==> src/aerp_pkg.sv <==
// ----------------------------------------------------------------------------
// aerp_pkg
// Types, codes and constants shared by the ARM relocation patcher.
// ----------------------------------------------------------------------------
package aerp_pkg;

  // relocation type codes
  localparam logic [7:0] R_ABS32    = 8'd2;
  localparam logic [7:0] R_THM_CALL = 8'd10;
  localparam logic [7:0] R_CALL     = 8'd28;
  localparam logic [7:0] R_JUMP24   = 8'd29;
  localparam logic [7:0] R_TARGET1  = 8'd38;
  localparam logic [7:0] R_TLS_IE32 = 8'd107;
  localparam logic [7:0] R_TLS_LE32 = 8'd108;

  // status codes
  localparam logic [2:0] ST_OK        = 3'd0;
  localparam logic [2:0] ST_THM_RANGE = 3'd1;
  localparam logic [2:0] ST_NO_VENEER = 3'd2;
  localparam logic [2:0] ST_J24_RANGE = 3'd3;
  localparam logic [2:0] ST_CALL_RANGE = 3'd4;
  localparam logic [2:0] ST_UNKNOWN   = 3'd5;

  // register indexes
  localparam logic [1:0] REG_LOAD_BASE   = 2'd0;
  localparam logic [1:0] REG_IMAGE_SIZE  = 2'd1;
  localparam logic [1:0] REG_BUFFER_SIZE = 2'd2;

  localparam logic [31:0] TLS_TCB_BYTES = 32'd8;
  localparam logic [31:0] VENEER_LDR_PC = 32'hE51FF004;
  localparam logic [31:0] BLX_IMM_BASE  = 32'hFA000000;
  localparam logic [31:0] VENEER_BYTES  = 32'd8;

  localparam logic signed [31:0] THM_LIMIT = 32'sh003FFFFF;
  localparam logic signed [31:0] ARM_LIMIT = 32'sh007FFFFF;

  // registered input item, place already formed
  typedef struct packed {
    logic        restart;
    logic [7:0]  rtype;
    logic [31:0] place;
    logic [31:0] sym;
    logic        ext;
    logic [31:0] cur;
  } item_t;

  typedef struct packed {
    logic        we;
    logic [31:0] addr;
    logic [31:0] data;
    logic        half;
    logic [2:0]  status;
    logic        last;
  } res_t;

  typedef struct packed {
    res_t [2:0]  res;
    logic [1:0]  count;
    logic [31:0] veneer_next;
  } calc_t;

  function automatic logic out_of_range(logic [31:0] j, logic signed [31:0] lim);
    logic signed [31:0] s;
    s = $signed(j);
    return (s > lim) || (s <= -lim);
  endfunction

endpackage

==> src/aerp_calc.sv <==
// ----------------------------------------------------------------------------
// aerp_calc
// Decodes one relocation item into up to three write results and the
// updated veneer offset.
// ----------------------------------------------------------------------------
module aerp_calc (
  input  aerp_pkg::item_t item,
  input  logic [31:0]     load_base,
  input  logic [31:0]     image_size,
  input  logic [31:0]     buffer_size,
  input  logic [31:0]     veneer_offset,
  output aerp_pkg::calc_t calc
);

  logic [31:0] vo_eff;
  logic [31:0] image_align;
  logic [31:0] dest;
  logic        to_arm;
  logic        no_space;
  logic [31:0] j_thm;
  logic [31:0] j_j24;
  logic [31:0] j_call;
  logic [31:0] abs_data;
  aerp_pkg::res_t fail_r;

  assign image_align = (image_size + 32'd3) & ~32'd3;
  assign vo_eff      = item.restart ? image_align : veneer_offset;
  assign to_arm      = ~item.sym[0];
  assign no_space    = ({1'b0, vo_eff} + {1'b0, aerp_pkg::VENEER_BYTES}) >
                       {1'b0, buffer_size};
  assign dest        = to_arm ? item.sym : load_base + vo_eff;
  assign j_thm       = item.sym - item.place - (to_arm ? 32'd2 : 32'd4);
  assign j_j24       = dest - item.place - 32'd6;
  assign j_call      = item.sym - item.place - (to_arm ? 32'd6 : 32'd8);
  assign abs_data    = item.ext ? item.sym : item.cur + load_base;

  always_comb begin
    fail_r = '0;
    fail_r.last = 1'b1;
    calc = '0;
    calc.count = 2'd1;
    calc.veneer_next = vo_eff;
    calc.res[0].last = 1'b1;
    if (item.rtype inside {aerp_pkg::R_ABS32, aerp_pkg::R_TARGET1,
                           aerp_pkg::R_TLS_IE32}) begin
      calc.res[0].we   = 1'b1;
      calc.res[0].addr = item.place;
      calc.res[0].data = abs_data;
    end else if (item.rtype == aerp_pkg::R_TLS_LE32) begin
      calc.res[0].we   = 1'b1;
      calc.res[0].addr = item.place;
      calc.res[0].data = item.sym + aerp_pkg::TLS_TCB_BYTES;
    end else if (!(item.rtype inside {aerp_pkg::R_THM_CALL, aerp_pkg::R_CALL,
                                      aerp_pkg::R_JUMP24})) begin
      calc.res[0] = fail_r;
      calc.res[0].status = aerp_pkg::ST_UNKNOWN;
    end else if (!item.ext) begin
      // local branch: nothing to patch
    end else if (item.rtype == aerp_pkg::R_THM_CALL) begin
      if (aerp_pkg::out_of_range(j_thm, aerp_pkg::THM_LIMIT)) begin
        calc.res[0] = fail_r;
        calc.res[0].status = aerp_pkg::ST_THM_RANGE;
      end else begin
        calc.count = 2'd2;
        calc.res[0].we   = 1'b1;
        calc.res[0].addr = item.place;
        calc.res[0].data = {16'd0, 5'b11110, j_thm[22:12]};
        calc.res[0].half = 1'b1;
        calc.res[0].last = 1'b0;
        calc.res[1].we   = 1'b1;
        calc.res[1].addr = item.place + 32'd2;
        calc.res[1].data = to_arm ? {16'd0, 5'b11101, j_thm[11:2], 1'b0}
                                  : {16'd0, 5'b11111, j_thm[11:1]};
        calc.res[1].half = 1'b1;
        calc.res[1].last = 1'b1;
      end
    end else if (item.rtype == aerp_pkg::R_JUMP24) begin
      if (!to_arm && no_space) begin
        calc.res[0] = fail_r;
        calc.res[0].status = aerp_pkg::ST_NO_VENEER;
      end else if (aerp_pkg::out_of_range(j_j24, aerp_pkg::ARM_LIMIT)) begin
        calc.res[0] = fail_r;
        calc.res[0].status = aerp_pkg::ST_J24_RANGE;
      end else if (to_arm) begin
        calc.res[0].we   = 1'b1;
        calc.res[0].addr = item.place;
        calc.res[0].data = {item.cur[31:24], j_j24[25:2]};
      end else begin
        calc.count = 2'd3;
        calc.veneer_next = vo_eff + aerp_pkg::VENEER_BYTES;
        calc.res[0].we   = 1'b1;
        calc.res[0].addr = dest;
        calc.res[0].data = aerp_pkg::VENEER_LDR_PC;
        calc.res[0].last = 1'b0;
        calc.res[1].we   = 1'b1;
        calc.res[1].addr = dest + 32'd4;
        calc.res[1].data = item.sym;
        calc.res[2].we   = 1'b1;
        calc.res[2].addr = item.place;
        calc.res[2].data = {item.cur[31:24], j_j24[25:2]};
        calc.res[2].last = 1'b1;
      end
    end else begin
      if (aerp_pkg::out_of_range(j_call, aerp_pkg::ARM_LIMIT)) begin
        calc.res[0] = fail_r;
        calc.res[0].status = aerp_pkg::ST_CALL_RANGE;
      end else begin
        calc.res[0].we   = 1'b1;
        calc.res[0].addr = item.place;
        calc.res[0].data = to_arm ? {item.cur[31:24], j_call[25:2]}
                                  : (aerp_pkg::BLX_IMM_BASE |
                                     {7'd0, j_call[1], j_call[25:2]});
      end
    end
  end

endmodule

==> src/arm_elf_relocation_patcher.sv <==
// ----------------------------------------------------------------------------
// arm_elf_relocation_patcher
// Applies ARM ELF32 relocations as a stream of memory write items.
// ----------------------------------------------------------------------------
// One relocation item is accepted per cycle into an input register while the
// result buffer can take it; the decoded item is then loaded into the buffer as
// one, two or three write items. Single-write items sustain one item per cycle
// while m_tready is high. A Thumb call gives two write items and a JUMP24
// through a veneer three; the buffer drains one write per cycle while m_tready
// is high, and a further item waits in the input register. The user must write
// the registers only while no item is in flight; the block does not enforce it.
module arm_elf_relocation_patcher (
  input  logic         clk,
  input  logic         rst,
  input  logic         s_tvalid,
  output logic         s_tready,
  // restart, target_offset, symbol_value, symbol_external, current_word, pad
  input  logic [103:0] s_tdata,
  // reloc_type
  input  logic [7:0]   s_tuser,
  output logic         m_tvalid,
  input  logic         m_tready,
  // write_enable, write_address, write_data, write_half, pad
  output logic [71:0]  m_tdata,
  // status
  output logic [2:0]   m_tuser,
  output logic         m_tlast,
  input  logic         psel,
  input  logic         penable,
  input  logic         pwrite,
  input  logic [3:0]   paddr,
  input  logic [31:0]  pwdata,
  output logic [31:0]  prdata,
  output logic         pready
);

  logic [31:0] load_base;
  logic [31:0] image_size;
  logic [31:0] buffer_size;
  logic [31:0] veneer_offset;

  logic            a_valid;
  aerp_pkg::item_t a_item;
  aerp_pkg::calc_t calc;

  aerp_pkg::res_t [2:0] rbuf;
  logic [1:0]           cnt;

  logic s_fire;
  logic buf_done;
  logic can_load;
  logic a_consume;
  logic cfg_we;

  assign pready = 1'b1;
  assign cfg_we = psel && penable && pwrite && pready;

  always_ff @(posedge clk) begin
    if (rst) begin
      load_base   <= '0;
      image_size  <= '0;
      buffer_size <= '0;
    end else if (cfg_we) begin
      case (paddr[3:2])
        aerp_pkg::REG_LOAD_BASE:   load_base   <= pwdata;
        aerp_pkg::REG_IMAGE_SIZE:  image_size  <= pwdata;
        aerp_pkg::REG_BUFFER_SIZE: buffer_size <= pwdata;
        default: ;
      endcase
    end
  end

  always_comb begin
    case (paddr[3:2])
      aerp_pkg::REG_LOAD_BASE:   prdata = load_base;
      aerp_pkg::REG_IMAGE_SIZE:  prdata = image_size;
      aerp_pkg::REG_BUFFER_SIZE: prdata = buffer_size;
      default:                   prdata = '0;
    endcase
  end

  // handshake control
  assign m_tvalid  = (cnt != 2'd0);
  assign buf_done  = m_tvalid && m_tready && rbuf[0].last;
  assign can_load  = !m_tvalid || buf_done;
  assign a_consume = a_valid && can_load;
  assign s_tready  = !a_valid || can_load;
  assign s_fire    = s_tvalid && s_tready;

  always_ff @(posedge clk) begin
    if (rst) begin
      a_valid <= 1'b0;
    end else if (s_fire) begin
      a_valid <= 1'b1;
    end else if (a_consume) begin
      a_valid <= 1'b0;
    end
  end

  always_ff @(posedge clk) begin
    if (s_fire) begin
      a_item.restart <= s_tdata[0];
      a_item.rtype   <= s_tuser;
      a_item.place   <= load_base + s_tdata[32:1];
      a_item.sym     <= s_tdata[64:33];
      a_item.ext     <= s_tdata[65];
      a_item.cur     <= s_tdata[97:66];
    end
  end

  aerp_calc u_calc (
    .item          (a_item),
    .load_base     (load_base),
    .image_size    (image_size),
    .buffer_size   (buffer_size),
    .veneer_offset (veneer_offset),
    .calc          (calc)
  );

  always_ff @(posedge clk) begin
    if (rst) begin
      veneer_offset <= '0;
    end else if (a_consume) begin
      veneer_offset <= calc.veneer_next;
    end
  end

  // result buffer: head in slot 0, shifts on each taken item
  always_ff @(posedge clk) begin
    if (rst) begin
      cnt <= 2'd0;
    end else if (a_consume) begin
      cnt <= calc.count;
    end else if (buf_done) begin
      cnt <= 2'd0;
    end else if (m_tvalid && m_tready) begin
      cnt <= cnt - 2'd1;
    end
  end

  always_ff @(posedge clk) begin
    if (a_consume) begin
      rbuf <= calc.res;
    end else if (m_tvalid && m_tready) begin
      rbuf[0] <= rbuf[1];
      rbuf[1] <= rbuf[2];
    end
  end

  assign m_tdata = {6'd0, rbuf[0].half, rbuf[0].data, rbuf[0].addr, rbuf[0].we};
  assign m_tuser = rbuf[0].status;
  assign m_tlast = rbuf[0].last;

  a_err_single: assert property (@(posedge clk) disable iff (rst)
    m_tvalid && (m_tuser != aerp_pkg::ST_OK) |-> m_tlast && !m_tdata[0])
    else $error("error result must be a single item with no write");

  a_multi_count: assert property (@(posedge clk) disable iff (rst)
    m_tvalid && !m_tlast |-> cnt > 2'd1)
    else $error("non-final result without a following one");

  a_load: assert property (@(posedge clk) disable iff (rst)
    a_consume |=> m_tvalid)
    else $error("decoded item not loaded into result buffer");

  a_idle_ready: assert property (@(posedge clk) disable iff (rst)
    !a_valid |-> s_tready)
    else $error("input stalled with empty input register");

endmodule

==> config.mk <==
export PLATFORM = sky130hd
export DESIGN_NAME = arm_elf_relocation_patcher
export DESIGN_NICKNAME = d
export VERILOG_FILES = /design/src/aerp_pkg.sv /design/src/aerp_calc.sv /design/src/arm_elf_relocation_patcher.sv
export SDC_FILE = /design/constraint.sdc
export NUM_CORES = 2
export LEC_CHECK = 0
export ABC_CLOCK_PERIOD_IN_PS = 23500
export BUFFER_PORTS_ARGS = -buffer_cell sky130_fd_sc_hd__buf_2
export CORE_MARGIN = 2
export CORE_UTILIZATION = 55
export DETAILED_ROUTE_END_ITERATION = 6
export PLACE_DENSITY = 0.74
export SLEW_MARGIN = 20
export SYNTH_ARGS = -nofsm -noshare
export SYNTH_HDL_FRONTEND = slang
export SYNTH_HIERARCHICAL = 1
export SYNTH_SLANG_ARGS = --single-unit
==> constraint.sdc <==
create_clock -name clk -period 23.5 [get_ports clk]
set_input_delay 2.35 -clock clk [delete_from_list [all_inputs] [get_ports clk]]
set_output_delay 2.35 -clock clk [all_outputs]
set_load 0.01 [all_outputs]
==> qor.txt <==
Num rows - 93
Critical-path top delay cell - a2111oi_0
CTS resizes - 0
Worst-margin pin slew - 1.04 ns
Die Ht - 259 um
Final std cells w/o fill - 5333
Ports - 266
Yosys warns - 6
Total CTS buffers - 51
MaxCap Viol Count - 0
Post-Syn Instances - 4380
Synth area leader - edfxtp_1
First-pass GRT wire length - 175000 um
Root Driver - clkbuf_16
Core area - 64300 um2
# DRC - 0
Worst setup EP type - register
Crit Path Max Fanout - 51
Pwr dens - 65.6 nW/um2
Via count - 32.9k
Critical path required time - 23.97 ns
R2R depth - 37
Post-CTS Hold Buffers - 0
Fin area - 38600 um2
Final Util - 60.0%
Post-synthesis sequential area ratio - 33.9%
Count leader, synth - nand2_1
Synth Flop Type - edfxtp_1
Peak VDD IR - 0.0709 mV
Fillers - 5860
DRT Wirelength - 116000 um
Final setup viols - 0
Hold path start - veneer_offset[2]$_SDFFE_PP0P_
RePlAce Congestion - 1.02
Max Clock Skew - 0.0355 ns
Worst hold slack - 0.457 ns
Clock Latency Late Sink - 0.64 ns
R2r startpoint - image_size[2]$_SDFFE_PP0P_
FFs w/ async S/R, synth - 0%
Wirelength per Cell - 21.7 um
Hold Path Sink - veneer_offset[2]$_SDFFE_PP0P_
Vias per std cell - 6.16
EDFF count, synth - 316
Initial Util - 55.5%
PortBufs - 250
Worst Hold Depth - 2
Antenna-violating nets left - 0
Setup bufs post-CTS - 0
Post-place setup slack - 12.41 ns
Placed Area - 36900 um2
CTS H-tree depth - 2
Largest net degree at the start of global routing - 139
Leakage - 16.0 nW
WS Path Type - register to register
Peak Freq - 0.0875 GHz
Area of the mapped netlist - 35700 um2
Number of cells after detailed placement - 5234
R2r endpoint - m_tdata[23]$_DFFE_PP_
Syn_area_per_cell - 8.15 um2
Top post-synthesis cells by count - nand2_1 (943), a21oi_1 (352), edfxtp_1 (316), nor2_1 (286), ha_1 (228)
Drt pass-1 iters - 6
Slowest stage delay, CP - 0.87 ns
Global route total overflow - 0
Max-slew violation count - 0
Total GRT Usage - 33.6%
RSZ-0062 raised after global routing - no
Distinct cells, synth - 111
Synthesis-stage register bit count - 447
Initial drt markers - 3569
TritonCTS clock tree - yes
Status - completed
CTS max path bufs - 3
Top cell type's share of synthesized area - 26.6%
Slew margin rel. - 30.2%
Layout cells sized above 1 - 10.2%
Area Growth Syn to Fin - 8.09%
Top cells by area, synth - edfxtp_1 (27%), nand2_1 (9.9%), ha_1 (8.0%), dfxtp_1 (7.3%), xnor2_1 (5.1%)
CTS clk-pin slew, worst paths - 0.06 ns
CTS sink cnt - 447
Final hold vios - 0
Tot Pwr - 2.53 mW
Initial antenna violation count - 3
Total Neg Setup Slack - 0 ns
Final min period - 11.43 ns
Worst min path class - register to register
Nets - 4822
HPWL after DPL - 87500 um
Die width - 259 um
Critical path launch point type - register
DIE AREA - 66900 um2
Worst reg-to-reg setup slack - 12.07 ns
Fin crit share - 48.6%
Worst Path Arrival - 11.90 ns
PnR worst setup slack - 12.07 ns
Vias in the first global route - 30.2k
-- sequential cells by signal (all words and copies together) (netlist names), 2 cells and up --
signal / cells
a_item: 106
buffer_size: 32
cnt: 2
image_size: 32
load_base: 32
m_tdata: 66
m_tuser: 3
rbuf: 140
veneer_offset: 32
-- power breakdown --
part           switching (mW)  leakage, nW  total (mW)  internal [mW]
combinational           0.490         11.1       0.738          0.248
sequential             0.0438         4.14       0.977          0.933
clock                   0.359        0.825       0.816          0.457
total                   0.893         16.0        2.53           1.64
-- cells in the final DEF (no fill, tap or decap), types with 54 or more instances in the layout --
cell	instances
ha_1	228
nor2_1	284
o21ai_0	175
dfxtp_1	131
xor2_1	113
and2_1	54
nand3_1	103
and3_1	54
inv_1	189
a21oi_1	352
xnor2_1	205
nor3_1	60
edfxtp_1	316
nand2_1	942
mux2i_1	60
a21o_1	83
buf_2	249
nand4_1	57
-- worst max-delay path, delay by kind of cell, from the launching register on --
kind / cells / cell delay (ns)
AO/OA/AOI/OAI: 11 / 3.35
multiplexers: 1 / 0.29
buffers and inverters: 5 / 1.22
XOR/XNOR: 2 / 0.72
AND/OR/NAND/NOR: 15 / 4.07
flip-flops: 1 / 0.43
adder cells (fa/ha/maj): 3 / 1.07
-- how the worst max path moves through the flow --
stage	start	end	slack (ns)	cells after the start
after detailed placement	image_size[2]$_SDFFE_PP0P_	veneer_offset[12]$_SDFFE_PP0P_	12.41	38
after global routing	image_size[2]$_SDFFE_PP0P_	veneer_offset[18]$_SDFFE_PP0P_	11.53	38
after CTS	image_size[2]$_SDFFE_PP0P_	m_tdata[23]$_DFFE_PP_	12.36	37
final	image_size[2]$_SDFFE_PP0P_	m_tdata[23]$_DFFE_PP_	12.07	37
after global placement	a_item[105]$_DFFE_PP_	rbuf[90]$_DFFE_PP_	12.49	33
after floorplan	a_item[105]$_DFFE_PP_	rbuf[130]$_DFFE_PP_	14.87	41
-- routing by layer --
layer / vias to the layer above / GRT usage [%] / share of wire (%)
li1: 15600 / - / -
met1: 15400 / 46.8 / 42
met2: 1659 / 51.6 / 43
met3: 254 / 5.50 / 10
met4: 0 / 14.7 / 4.8
met5: - / 0 / 0
-- cell families (layout without fill, tap and decap cells) --
kind of cell,Yosys count,after routing,synth area share (%)
and+or+nand+nor,1776,1776,22.7
AOI/OAI and AO/OA,1043,1043,18.9
buffers and inverters,486,569,6.20
DFF,447,447,33.9
xor gates and xnor gates,319,319,7.83
adders and majority gates,235,235,8.39
muxes,71,71,2.03
other,3,18,0.0316
-- layout make-up --
class | instances | area (um2) | share of cell area, %
Sequential cell | 447 | 12100 | 31.4
Antenna cell | 4 | 10.0 | 0.0259
Clock inverter | 31 | 287 | 0.743
Tap cell | 855 | 1070 | 2.77
Clock buffer | 64 | 1390 | 3.60
Inverter | 191 | 726 | 1.88
Multi-Input combinational cell | 3458 | 21500 | 55.7
Timing Repair Buffer | 283 | 1510 | 3.92
Power figures use the tool's default switching activity.
